## config.mk

```make
export PLATFORM = sky130hd
export DESIGN_NAME = ff4_ctrl
export DESIGN_NICKNAME = d
export VERILOG_FILES = /design/src/rtl/ff4_pkg.sv /design/src/rtl/ff4_ctrl.sv
export SDC_FILE = /design/constraint.sdc
export NUM_CORES = 1
export LEC_CHECK = 0
export BUFFER_PORTS_ARGS = -buffer_cell sky130_fd_sc_hd__buf_2
export CAP_MARGIN = 10
export CELL_PAD_IN_SITES_DETAIL_PLACEMENT = 1
export CELL_PAD_IN_SITES_GLOBAL_PLACEMENT = 1
export CORE_MARGIN = 8
export CORE_UTILIZATION = 24
export CTS_CLUSTER_SIZE = 20
export DETAILED_ROUTE_END_ITERATION = 8
export PLACE_DENSITY_LB_ADDON = 0.1
export SKIP_CTS_REPAIR_TIMING = 1
export SLEW_MARGIN = 20
export SYNTH_ARGS = -nofsm -noshare
export SYNTH_HDL_FRONTEND = slang
export SYNTH_SLANG_ARGS = --single-unit
```

## constraint.sdc

```tcl
create_clock -name aclk -period 1.3 [get_ports aclk]
set_input_delay 0.26 -clock aclk [delete_from_list [all_inputs] [get_ports aclk]]
set_output_delay 0.26 -clock aclk [all_outputs]
set_load 0.05 [all_outputs]
```

## src/rtl/ff4_pkg.sv

```systemverilog
package ff4_pkg;

    localparam int DEF_MAX_ROWS   = 64;
    localparam int DEF_MAX_COLS   = 64;
    localparam int DEF_PIXEL_BITS = 16;

    localparam int FUNC_W    = 2;
    localparam int COORD_W   = 6;
    localparam int VALUE_W   = 16;
    localparam int DATA_W    = 16;
    localparam int CFG_W     = 7;
    localparam int CFG_IDX_W = 1;
    // Wide enough for the largest limit, whether it comes from a register or MAX_ROWS.
    localparam int LIM_W     = 11;

    localparam int RESET_ROWS = 64;
    localparam int RESET_COLS = 64;

    localparam logic [FUNC_W-1:0] FUNC_WRITE = 2'd0;
    localparam logic [FUNC_W-1:0] FUNC_FILL  = 2'd1;
    localparam logic [FUNC_W-1:0] FUNC_READ  = 2'd2;

    localparam logic [CFG_IDX_W-1:0] REG_ROWS = 1'd0;
    localparam logic [CFG_IDX_W-1:0] REG_COLS = 1'd1;

    typedef enum logic [2:0] {
        ST_IDLE,
        ST_RD,
        ST_SEED,
        ST_POP,
        ST_POP_WAIT,
        ST_NB_RD,
        ST_NB_CHK
    } ff4_state_t;

    typedef enum logic [1:0] {
        NB_UP,
        NB_LEFT,
        NB_DOWN,
        NB_RIGHT
    } nb_dir_t;

    typedef enum logic [2:0] {
        OUT_NONE,
        OUT_ERR,
        OUT_ZERO,
        OUT_READ,
        OUT_COUNT
    } out_sel_t;

    typedef struct packed {
        logic     accept;
        logic     wr_in;
        logic     rd_in;
        logic     start;
        logic     pop;
        logic     ld_cur;
        logic     nb_rd;
        logic     nb_chk;
        logic     nb_next;
        out_sel_t out_sel;
    } ff4_cmd_t;

    typedef struct packed {
        logic in_ok;
        logic seed_same;
        logic stack_empty;
        logic nb_inside;
        logic nb_last;
        logic out_free;
    } ff4_stat_t;

endpackage

```

## src/rtl/ff4_ctrl.sv

```systemverilog
module ff4_ctrl import ff4_pkg::*; (
    input  logic              aclk,
    input  logic              aresetn,
    input  logic              s_valid,
    input  logic [FUNC_W-1:0] s_func,
    output logic              s_ready,
    input  ff4_stat_t         stat,
    output ff4_cmd_t          cmd
);

    ff4_state_t state_reg;
    ff4_state_t state_next;
    logic       take;

    always_ff @(posedge aclk) begin
        if (!aresetn) begin
            state_reg <= ST_IDLE;
        end else begin
            state_reg <= state_next;
        end
    end

    always_comb begin
        state_next  = state_reg;
        cmd         = '0;
        cmd.out_sel = OUT_NONE;
        s_ready     = 1'b0;
        take        = 1'b0;
        case (state_reg)
            ST_IDLE: begin
                // Words that produce a result wait for a free output register.
                if (s_func == FUNC_FILL || s_func == FUNC_READ) begin
                    s_ready = stat.out_free;
                end else begin
                    s_ready = 1'b1;
                end
                take = s_valid && s_ready;
                if (take) begin
                    cmd.accept = 1'b1;
                    case (s_func)
                        FUNC_WRITE: begin
                            cmd.wr_in = 1'b1;
                        end
                        FUNC_READ: begin
                            if (stat.in_ok) begin
                                cmd.rd_in  = 1'b1;
                                state_next = ST_RD;
                            end else begin
                                cmd.out_sel = OUT_ERR;
                            end
                        end
                        FUNC_FILL: begin
                            if (stat.in_ok) begin
                                cmd.rd_in  = 1'b1;
                                state_next = ST_SEED;
                            end else begin
                                cmd.out_sel = OUT_ERR;
                            end
                        end
                        default: ;
                    endcase
                end
            end
            ST_RD: begin
                cmd.out_sel = OUT_READ;
                state_next  = ST_IDLE;
            end
            ST_SEED: begin
                if (stat.seed_same) begin
                    cmd.out_sel = OUT_ZERO;
                    state_next  = ST_IDLE;
                end else begin
                    cmd.start  = 1'b1;
                    state_next = ST_POP;
                end
            end
            ST_POP: begin
                if (stat.stack_empty) begin
                    cmd.out_sel = OUT_COUNT;
                    state_next  = ST_IDLE;
                end else begin
                    cmd.pop    = 1'b1;
                    state_next = ST_POP_WAIT;
                end
            end
            ST_POP_WAIT: begin
                cmd.ld_cur = 1'b1;
                state_next = ST_NB_RD;
            end
            ST_NB_RD: begin
                if (stat.nb_inside) begin
                    cmd.nb_rd  = 1'b1;
                    state_next = ST_NB_CHK;
                end else if (stat.nb_last) begin
                    state_next = ST_POP;
                end else begin
                    cmd.nb_next = 1'b1;
                end
            end
            ST_NB_CHK: begin
                cmd.nb_chk = 1'b1;
                if (stat.nb_last) begin
                    state_next = ST_POP;
                end else begin
                    cmd.nb_next = 1'b1;
                    state_next  = ST_NB_RD;
                end
            end
            default: begin
                state_next = ST_IDLE;
            end
        endcase
    end

endmodule

```

======== Word-level counts from Yosys, hierarchy flattened ========
Index checks and enable logic that the tools add are counted.
storage, ports and cells
  bits in registers ....................... 3
  latch bits .............................. 0
  bits in writable memories ............... 0
  memory bits (read-only) ................. 0
  bits of input ports ..................... 11
  word-level logic and storage cells ...... 55
  memories ................................ 0
operators by class
  $add $sub $neg .......................... 0
  multipliers ............................. 0
  divide/modulo/power cells ............... 0
  magnitude comparators ................... 0
  equality and inequality tests ........... 13
  shifts and indexed selects .............. 0
  mux-type cells .......................... 35
  bitwise logic cells ..................... 0
  reduce and logical (&&, ||, !) cells .... 6
operators by type and width
  operator            number
  $mux 3              10
  $mux 1              19
  $pmux 3 s6          1
  $ne 3x3->1 const B  4
  $pmux 3 s4          1
  $eq 3x3->1 const B  3
  $eq 3x2->1 const B  2
  $pmux 3 s2          1
  $reduce_and 5->1    1
  $mux 2              2
  $eq 3x1->1 const B  1
  $logic_not 3->1     1
  $eq 2x1->1 const B  1
  $eq 2x2->1 const B  1
  $logic_not 2->1     1
  $ne 2x2->1 const B  1
  $pmux 1 s2          1
  $reduce_or 2->1     1
  $logic_and 1x1->1   1
  $logic_or 1x1->1    1

======== Depth between registers and ports, before layout ========
Gate-level depths: netlist of the first run.
  depth after elaboration ................. 7
  mapped depth ............................ 6
  gate-level depth less buffers ........... 6

======== Least setup slack after synthesis of the first run ========
Ideal clock, no wire load.
  path type ............................... register to output
  start point ............................. reg state_reg[1]
  end point ............................... out cmd[3] (netlist name)
  arrival time ............................ 1.907 ns
  data required time ...................... 1.040 ns
  setup slack ............................. -0.867 ns
  stages on the path, launching flop included .. 5
  path buffers ............................ 1
  cells stage by stage .................... dfxtp_1 -> buf_6 -> nor2b_1 -> a21oi_1 -> nor3b_1
RTL lines
  element                   line            RTL
  start: declaration        ff4_ctrl.sv:11  ff4_state_t state_reg;
  start signal: assignment  ff4_ctrl.sv:19  state_reg <= state_next;
  end: declaration          ff4_ctrl.sv:8   output ff4_cmd_t cmd

==> results of run 1 <==
-- worst max-delay path by stage --
stage                             from      end  slack [ns]  cells past startpoint
after floorplan           state_reg[2]  cmd[10]       -0.33                      4
after global placement       s_func[1]   cmd[0]       -0.32                      7
after detailed placement     s_func[0]   cmd[0]       -0.36                      7
after CTS                 state_reg[0]   cmd[3]       -0.46                      4
after global routing      state_reg[1]  cmd[10]       -0.33                      4
final                     state_reg[1]   cmd[5]       -0.29                      4
-- metal layers --
metal,vias up,wire [um]
met5,-,0
met2,11,1090
met1,312,836
met3,2,81
li1,302,-
met4,0,24
-- per-stage QoR --
| stage | hold slack (ns) | instances | util (%) |
|---|---|---|---|
| 2_1_floorplan | 0.377 | 58 | - |
| 3_3_place_gp | 0.493 | 116 | 48.7 |
| 3_5_place_dp | 0.494 | 116 | 48.7 |
| 4_1_cts | 0.259 | 120 | 50.3 |
| 5_1_grt | 0.280 | 125 | 65.0 |
| 6_report | 0.252 | 125 | 65.0 |
-- critical path, stage by stage, from the launching register on --
cell	delay, ns
sky130_fd_sc_hd__dfxtp_4	0.35
sky130_fd_sc_hd__and2b_2	0.31
sky130_fd_sc_hd__buf_6	0.12
sky130_fd_sc_hd__and3_4	0.18
sky130_fd_sc_hd__buf_8	0.14
-- cell usage in the layout, fill, tap and decap left out, types with 2 or more instances in the layout --
master / Yosys / layout
sky130_fd_sc_hd__buf_6: 1 / 14
sky130_fd_sc_hd__buf_2: 2 / 9
sky130_fd_sc_hd__and2_4: 0 / 2
sky130_fd_sc_hd__buf_8: 0 / 7
sky130_fd_sc_hd__and3_4: 0 / 4
sky130_fd_sc_hd__clkbuf_4: 0 / 3
sky130_fd_sc_hd__nor3b_4: 0 / 4
sky130_fd_sc_hd__ha_1: 3 / 2
sky130_fd_sc_hd__nor2_1: 4 / 3
sky130_fd_sc_hd__o21a_1: 2 / 2
sky130_fd_sc_hd__dfxtp_4: 0 / 3
sky130_fd_sc_hd__a21oi_1: 8 / 5
sky130_fd_sc_hd__inv_4: 0 / 2
sky130_fd_sc_hd__nor3_4: 0 / 3
sky130_fd_sc_hd__a21oi_4: 0 / 2
sky130_fd_sc_hd__nand2_1: 3 / 2
sky130_fd_sc_hd__o21ai_1: 1 / 2
sky130_fd_sc_hd__buf_4: 0 / 20
sky130_fd_sc_hd__inv_1: 7 / 5
-- kinds of logic (layout without fill, tap and decap cells) --
| group | count (synthesis) | after routing | synth area share (%) |
|---|---|---|---|
| xor+xnor | 1 | 1 | 2.13 |
| compound gates | 16 | 16 | 26.2 |
| flops | 3 | 3 | 14.6 |
| simple gates | 24 | 24 | 35.4 |
| buf+inv | 11 | 61 | 12.5 |
| fa+ha+maj | 3 | 3 | 9.15 |
-- cell usage after synthesis --
| library cell | instances | share of area, % |
|---|---|---|
| sky130_fd_sc_hd__a21boi_2 | 1 | 2.7 |
| sky130_fd_sc_hd__nor3b_1 | 4 | 7.3 |
| sky130_fd_sc_hd__buf_2 | 2 | 2.4 |
| sky130_fd_sc_hd__o21a_1 | 2 | 3.7 |
| sky130_fd_sc_hd__a211oi_2 | 1 | 3.0 |
| sky130_fd_sc_hd__o21ai_1 | 1 | 1.2 |
| sky130_fd_sc_hd__ha_1 | 3 | 9.1 |
| sky130_fd_sc_hd__and3_2 | 1 | 1.8 |
| sky130_fd_sc_hd__inv_1 | 7 | 6.4 |
| sky130_fd_sc_hd__a221o_1 | 1 | 2.4 |
| sky130_fd_sc_hd__a21oi_1 | 8 | 9.8 |
| sky130_fd_sc_hd__nor4b_1 | 1 | 2.1 |
| sky130_fd_sc_hd__nand2_1 | 3 | 2.7 |
| sky130_fd_sc_hd__xnor2_1 | 1 | 2.1 |
| sky130_fd_sc_hd__and2b_1 | 1 | 1.8 |
| sky130_fd_sc_hd__and3_1 | 3 | 4.6 |
| sky130_fd_sc_hd__buf_6 | 1 | 2.7 |
| sky130_fd_sc_hd__and4bb_2 | 1 | 3.0 |
| sky130_fd_sc_hd__o22a_1 | 1 | 2.1 |
| sky130_fd_sc_hd__nor2_1 | 4 | 3.7 |
| sky130_fd_sc_hd__dfxtp_1 | 3 | 15 |
| sky130_fd_sc_hd__clkbuf_1 | 1 | 0.91 |
| sky130_fd_sc_hd__nor3_1 | 3 | 3.7 |
| sky130_fd_sc_hd__nor2b_1 | 1 | 1.5 |
| sky130_fd_sc_hd__o21ai_0 | 1 | 1.2 |
| sky130_fd_sc_hd__and2_1 | 2 | 3.0 |
-- cell type report --
class / instances / area (sq um) / area share (%)
Multi-Input combinational cell: 44 / 478 / 44.0
Clock buffer: 4 / 26.3 / 2.42
Inverter: 7 / 31.3 / 2.88
Tap cell: 17 / 21.3 / 1.96
Timing Repair Buffer: 50 / 458 / 42.2
Sequential cell: 3 / 71.3 / 6.57
-- power by group through the flow --
stage	combinational (uW)	sequential [uW]	clock, uW
finish	294	96.1	156
CTS	228	99.7	161
detailed placement	228	101	0
floorplan	144	98.9	0
global route	309	96.2	165
global placement	224	101	0
==> impl_summary.txt, run 1 <==
----------------------------------------------------
[Die]
  Die ar. ... 3290 sq um
  Count of pins on the block boundary ... 24
  Vertical extent of the die ... 57.4 um
  Placeable core area ... 1670 sq um
  Initial standard-cell utilization of the core ... 24.6%
  Overall die width ... 57.4 um
  Number of rows created at floorplan ... 15

[Run status]
  Violated checks ... negative setup slack
  Status ... complete, but fails checks

[Critical path]
  Slack of the worst reg-to-reg path ... -0.14 ns
  Critical path capture point type ... output port
  Critical Path AT ... 1.33 ns
  Maximum fanout along the worst path ... 5
  FF-to-FF Start ... state_reg[2]
  R2R depth ... 5
  Required time worst endpoint ... 1.04 ns
  Reg-to-reg endpoint ... state_reg[1]
  Classification of the worst setup path ... reg -> out
  CP Launch Type ... flip-flop

[STA]
  Fin worst setup slack ... -0.288 ns
  Fin crit period ... 1.59 ns
  Setup Skew ... 0.00384 ns
  Fin crit share ... 122%
  Highest clock rate ... 630 MHz
  Worst-case headroom to the max-slew limit ... 82.5%
  Setup repair after global routing missed its margin ... yes
  Number of setup violations in the final report ... 14
  Slew Viols, Final ... 0
  Transition at the pin with the smallest max-transition slack ... 0.262 ns
  Endpoints failing hold ... 0
  Fin Setup TNS ... -2.83 ns

[Power]
  Part of the total power dissipated in sequential elements ... 17.6%
  Power share of the combinational group ... 53.8%
  Sw Pwr ... 196 uW
  VDD IR-drop max ... 0.430 mV
  Power per cell area ... 502 nW/um^2
  Switching Share ... 36.0%
  Leakage power total ... 0.000516 uW
  Cell-internal power ... 349 uW
  Pwr Total ... 545 uW
  Clock power share ... 28.5%

[Detailed routing]
  Initial DRC count ... 6
  Vias per cell ... 5.02
  Number of design rule violations left after detail routing ... 0
  Final Routed Wirelength ... 2040 um
  Antenna viol nets, final ... 0
  Routed wirelength normalized by instance count ... 16.3 um
  Via total after detailed routing ... 627
  Drt pass-1 iters ... 3

[Hold path]
  Cell depth of the worst hold path ... 2
  Classification of the worst-slack hold path ... in -> reg
  Hold path startpoint ... aresetn
  Worst Hold Path EP ... state_reg[2]

[Global route]
  Antenna violations before repair ... 0
  Global Route Usage Sum ... 8.90%
  Pin count of the biggest net entering global routing ... 11
  Met3 GRT Util ... 2.24%
  Global-route wire length before repair ... 2490 um
  Total congestion overflow after global routing ... 0
  Fraction of met2 tracks used by global routing ... 16.2%
  Most congested layer reported by global routing ... met2
  Via count of the first global-routing pass ... 614
  Met1 Usage GRT ... 9.91%

[Place]
  Count of input and output buffers ... 23
  Worst Setup Slack post-DPL ... -0.361 ns
  Weighted congestion at the end of routability-driven global placement ... 0.670
  Post-placement cell area ... 813 sq um
  Half-perimeter wire length of the detailed placement result ... 1320 um

[Clocking]
  Worst-case clock buffer depth ... 2
  CTS tree ... yes
  Clk_lat worst skew ... 0.22 ns
  Root cell of the clock tree ... sky130_fd_sc_hd__clkbuf_4
  CTS sink count ... 3
  Clock edge transition at the registers on the reported setup and hold paths ... 0.04 ns
  Clock buffers created by TritonCTS ... 3
  H-tree depth ... 1

[Cells and area]
  Max reg flops ... 3
  Net total in the final layout ... 123
  Filler cell count ... 193
  Area added between synthesis and finish ... 165%
  Final Cell Area ... 1090 sq um
  Final antenna diode count ... 0
  Proportion of layout cells with a drive suffix above 1 ... 76.9%

[Synth]
  Synthesized instance count ... 58
  Number of distinct library cells after synthesis ... 26
  #FFs+latches synth ... 3
  Avg Inst Size Synth ... 7.08 sq um
  Count of synthesis-stage warnings from yosys ... 0
  Net count after synthesis ... 72
  Register area share after synthesis ... 14.6%
  Syn Std Cell Area ... 410 sq um

[Job]
  Maximum capacitance violations ... 0

----------------------------------------------------
(Power assumes the default switching activity.)
==> inputs of run 2 (changes only) <==
Settings changed: CORE_UTILIZATION 24 to 26, CTS_BUF_LIST set to sky130_fd_sc_hd__clkbuf_4 sky130_fd_sc_hd__clkbuf_8, CTS_CLUSTER_SIZE 20 to 14.
==> impl_summary.txt, run 2 (same netlist as run 1, synthesis figures left out) <==
----------------------------------------------------
[STA]
  Number of setup violations in the final report ... 14
  Endpoints failing hold ... 0
  Setup repair after global routing missed its margin ... yes
  Fin worst setup slack ... -0.335 ns
  Setup Skew ... 0.00219 ns
  Fin Setup TNS ... -3.29 ns
  Worst-case headroom to the max-slew limit ... 85.2%
  Fin crit share ... 126%
  Transition at the pin with the smallest max-transition slack ... 0.221 ns
  Slew Viols, Final ... 0
  Fin crit period ... 1.64 ns
  Highest clock rate ... 611 MHz

[Detailed routing]
  Drt pass-1 iters ... 3
  Final Routed Wirelength ... 2560 um
  Antenna viol nets, final ... 0
  Vias per cell ... 5.15
  Routed wirelength normalized by instance count ... 21.0 um
  Via total after detailed routing ... 628
  Initial DRC count ... 4
  Number of design rule violations left after detail routing ... 0

[Critical path]
  Critical Path AT ... 1.38 ns
  Maximum fanout along the worst path ... 6
  Slowest stage cell, crit path ... sky130_fd_sc_hd__dfxtp_4
  Critical path capture point type ... output port
  CP Launch Type ... flip-flop
  Max incr delay on CP ... 0.37 ns
  List of cells traversed by the critical path ... buf_6 -> nor2b_4 -> a21oi_2 -> nor3b_4 -> buf_6
  Most frequent cell on the critical path ... sky130_fd_sc_hd__buf_6
  Required time worst endpoint ... 1.04 ns
  Classification of the worst setup path ... reg -> out
  Gate family responsible for the most delay along the worst path ... flip-flops
  Number of buffers and inverters on the critical path ... 2

[Power]
  Cell-internal power ... 376 uW
  Power share of the combinational group ... 51.3%
  Clock power share ... 32.5%
  Leakage power total ... 0.000491 uW
  Pwr Total ... 604 uW
  Sw Pwr ... 227 uW
  Switching Share ... 37.6%
  Part of the total power dissipated in sequential elements ... 16.2%
  VDD IR-drop max ... 0.698 mV
  Power per cell area ... 562 nW/um^2

[Global route]
  Pin count of the biggest net entering global routing ... 10
  Via count of the first global-routing pass ... 636
  Antenna violations before repair ... 0
  Global Route Usage Sum ... 11.7%
  Global-route wire length before repair ... 2990 um
  Total congestion overflow after global routing ... 0

[Job]
  Maximum capacitance violations ... 0

[Hold path]
  Classification of the worst-slack hold path ... in -> reg

[Die]
  Count of pins on the block boundary ... 24
  Overall die width ... 55.7 um
  Number of rows created at floorplan ... 14
  Vertical extent of the die ... 55.7 um
  Die ar. ... 3110 sq um
  Initial standard-cell utilization of the core ... 27.6%
  Placeable core area ... 1490 sq um

[Run status]
  Violated checks ... negative setup slack
  Status ... complete, but fails checks

[Cells and area]
  Max reg flops ... 3
  Commonest non-fill, non-tap cell in the layout ... sky130_fd_sc_hd__buf_4
  Layout Cells excl Fill ... 122
  Filler cell count ... 149
  Area occupied by multi-input gates ... 488 sq um
  Final antenna diode count ... 0
  Area added between synthesis and finish ... 162%
  Storage element area ... 71.3 sq um
  Net total in the final layout ... 121
  Proportion of layout cells with a drive suffix above 1 ... 81.1%
  Commonest non-fill, non-tap cells in the layout ... sky130_fd_sc_hd__buf_4 (21), sky130_fd_sc_hd__buf_6 (11), sky130_fd_sc_hd__buf_2 (8), sky130_fd_sc_hd__buf_8 (7)

[Place]
  Worst Setup Slack post-DPL ... -0.354 ns
  Weighted congestion at the end of routability-driven global placement ... 0.779
  Half-perimeter wire length of the detailed placement result ... 1530 um
  Count of input and output buffers ... 23
  Number of placed instances with taps included ... 113

[Clocking]
  CTS sink count ... 3
  Clock buffers created by TritonCTS ... 3
  Worst-case clock buffer depth ... 2
  Clock edge transition at the registers on the reported setup and hold paths ... 0.04 ns
  Clk_lat worst skew ... 0.24 ns
  H-tree depth ... 1
  Root cell of the clock tree ... sky130_fd_sc_hd__clkbuf_4
  CTS tree ... yes

----------------------------------------------------
## run 2: changes by cell type in the layout (fill, tap and decap cells not counted), sizes merged
cell    before  now
buf         50   47
clkbuf       4    5
## run 2: worst reg2reg max path: stages, from the launching register on
cell and delay [ns]:
sky130_fd_sc_hd__dfxtp_4 0.37, sky130_fd_sc_hd__buf_4 0.16, sky130_fd_sc_hd__xnor2_1 0.12, sky130_fd_sc_hd__a221o_1 0.33, sky130_fd_sc_hd__a211oi_2 0.21
## run 2: power by group through the flow
| stage | combinational, uW | clock [uW] | sequential, uW |
|---|---|---|---|
| 2_1_floorplan | 144 | 0 | 98.9 |
| 3_5_place_dp | 228 | 0 | 102 |
| 4_1_cts | 228 | 192 | 101 |
| 3_3_place_gp | 220 | 0 | 102 |
| 6_report | 310 | 196 | 97.5 |
| 5_1_grt | 323 | 214 | 97.7 |
## run 2: path summary, 6_finish.rpt
kind	start	end	slack [ns]	cells after the start
setup / recovery	state_reg[0]	cmd[3]	-0.34	5
hold / removal	aresetn	state_reg[2]	0.26	2
setup reg to reg	state_reg[1]	state_reg[1]	0.01	4
hold reg to reg	state_reg[0]	state_reg[0]	0.74	3
## run 2: layer usage
layer  GRT usage, %  up-vias  share of wire (%)
met1           11.3      305                 37
li1               -      297                  -
met3           5.02        4                4.1
met2           21.0       22                 57
met5              0        -                  0
met4           4.93        0                2.3
## run 2: metrics by stage
step / hold slack, ns / area, sq um / utilization, %
detailed placement: 0.497 / 797 / 53.5
global placement: 0.484 / 797 / 53.5
floorplan: 0.377 / 549 / -
CTS: 0.251 / 827 / 55.5
finish: 0.259 / 1070 / 72.2
global route: 0.254 / 1070 / 72.2
## run 2: layout make-up
type                       instances  area share, %
clock buffer                       4           2.79
multi-input combinational         44           45.4
tap                               16           1.86
inverter                           7           2.91
timing repair buffer              48           40.4
sequential                         3           6.64
==> inputs of run 3 (changes only) <==
Settings changed: SKIP_LAST_GASP set to 1.
==> impl_summary.txt, run 3 (same netlist as run 1, synthesis figures left out) <==
----------------------------------------------------
[Die]
  Count of pins on the block boundary ... 24
  Initial standard-cell utilization of the core ... 27.6%
  Die ar. ... 3110 sq um
  Placeable core area ... 1490 sq um
  Number of rows created at floorplan ... 14
  Overall die width ... 55.7 um
  Vertical extent of the die ... 55.7 um

[STA]
  Setup repair after global routing missed its margin ... yes
  Fin crit share ... 126%
  Fin worst setup slack ... -0.341 ns
  Endpoints failing hold ... 0
  Transition at the pin with the smallest max-transition slack ... 0.215 ns
  Fin crit period ... 1.64 ns
  Number of setup violations in the final report ... 14
  Setup Skew ... 0.00247 ns
  Slew Viols, Final ... 0
  Highest clock rate ... 609 MHz
  Worst-case headroom to the max-slew limit ... 85.7%

[Cells and area]
  Filler cell count ... 149
  Share of the core filled with cells in the final layout ... 72.2%
  Net total in the final layout ... 121
  Area added between synthesis and finish ... 162%
  Commonest non-fill, non-tap cells in the layout ... sky130_fd_sc_hd__buf_4 (21), sky130_fd_sc_hd__buf_6 (11), sky130_fd_sc_hd__buf_2 (8), sky130_fd_sc_hd__buf_8 (7)
  Max reg flops ... 3
  Proportion of layout cells with a drive suffix above 1 ... 81.1%
  Final antenna diode count ... 0
  Commonest non-fill, non-tap cell in the layout ... sky130_fd_sc_hd__buf_4

[Global route]
  Pin count of the biggest net entering global routing ... 10
  Global Route Usage Sum ... 11.7%
  Total congestion overflow after global routing ... 0
  Via count of the first global-routing pass ... 636
  Global-route wire length before repair ... 2990 um
  Antenna violations before repair ... 0

[Place]
  Half-perimeter wire length of the detailed placement result ... 1530 um
  Worst Setup Slack post-DPL ... -0.354 ns
  Count of input and output buffers ... 23
  Weighted congestion at the end of routability-driven global placement ... 0.779

[Critical path]
  Slowest stage cell, crit path ... sky130_fd_sc_hd__dfxtp_4
  Maximum fanout along the worst path ... 7
  Reg-to-reg endpoint ... state_reg[1]
  FF-to-FF Start ... state_reg[1]
  Classification of the worst setup path ... reg -> out
  R2R depth ... 4
  CP Launch Type ... flip-flop
  Max incr delay on CP ... 0.37 ns
  Required time worst endpoint ... 1.04 ns
  Critical Path AT ... 1.38 ns
  Critical path capture point type ... output port
  Slack of the worst reg-to-reg path ... 0.01 ns
  List of cells traversed by the critical path ... and2b_2 -> a21oi_2 -> nor3b_4 -> buf_6

[Power]
  Part of the total power dissipated in sequential elements ... 16.0%
  Leakage power total ... 0.000491 uW
  Cell-internal power ... 377 uW
  Clock power share ... 32.8%
  Switching Share ... 37.9%
  VDD IR-drop max ... 0.711 mV
  Power per cell area ... 565 nW/um^2
  Sw Pwr ... 230 uW
  Power share of the combinational group ... 51.1%

[Clocking]
  Clk_lat worst skew ... 0.24 ns
  CTS tree ... yes
  Clock buffers created by TritonCTS ... 3
  Root cell of the clock tree ... sky130_fd_sc_hd__clkbuf_4
  Clock edge transition at the registers on the reported setup and hold paths ... 0.04 ns
  Worst-case clock buffer depth ... 2
  H-tree depth ... 1
  CTS sink count ... 3

[Detailed routing]
  Routed wirelength normalized by instance count ... 21.0 um
  Number of design rule violations left after detail routing ... 0
  Drt pass-1 iters ... 3
  Antenna viol nets, final ... 0
  Vias per cell ... 5.15
  Via total after detailed routing ... 628
  Final Routed Wirelength ... 2560 um
  Initial DRC count ... 5

[Hold path]
  Hold path startpoint ... aresetn
  Classification of the worst-slack hold path ... in -> reg
  Worst Hold Path EP ... state_reg[2]
  Cell depth of the worst hold path ... 2

[Job]
  Maximum capacitance violations ... 0

[Run status]
  Violated checks ... negative setup slack
  Status ... complete, but fails checks

----------------------------------------------------
[run 3: cell counts in the layout (fill, tap and decap cells not counted)]
Identical to the previous run, type by type.
[run 3: worst max-delay path by stage]
stage,start,endpoint,cells after the start
6_report,state_reg[1],cmd[3],4
5_1_grt,state_reg[0],cmd[10],4
4_1_cts,state_reg[1],cmd[3],4
3_5_place_dp,s_func[0],cmd[0],7
3_3_place_gp,s_func[1],cmd[0],7
2_1_floorplan,state_reg[2],cmd[10],4
[run 3: area by class of cell]
class,count,area (sq um),share of cell area [%]
clock buffers,4,30.0,2.79
flip-flops and latches,3,71.3,6.64
inverters,7,31.3,2.91
multi-input cells,44,488,45.4
repair buffers,48,434,40.4
well taps,16,20.0,1.86
[run 3: power groups by stage]
stage	clock [uW]	sequential [uW]	combinational [uW]
3_5_place_dp	0	102	228
5_1_grt	214	97.7	323
2_1_floorplan	0	98.9	144
4_1_cts	192	101	228
6_report	199	97.4	310
3_3_place_gp	0	102	220
[run 3: per-layer routing]
layer | track usage, % | wire [um]
met3 | 5.02 | 102
met2 | 21.0 | 1450
met1 | 11.3 | 951
met4 | 4.93 | 57
met5 | 0 | 0
[run 3: critical path: cells and delay by family, from the launching register on]
kind | cells | cell delay [ns]
buffers and inverters | 1 | 0.18
and+or+nand+nor | 2 | 0.48
AOI/OAI and AO/OA | 1 | 0.10
DFF | 1 | 0.37
[run 3: metrics by stage]
stage,cells,setup TNS [ns],instance area (sq um),hold slack (ns),power [uW]
3_5_place_dp,113,-3.11,797,0.497,329
2_1_floorplan,58,-2.30,549,0.377,243
5_1_grt,122,-3.95,1070,0.254,634
6_report,122,-3.33,1070,0.254,607
3_3_place_gp,113,-2.77,797,0.484,322
4_1_cts,117,-5.21,827,0.251,520
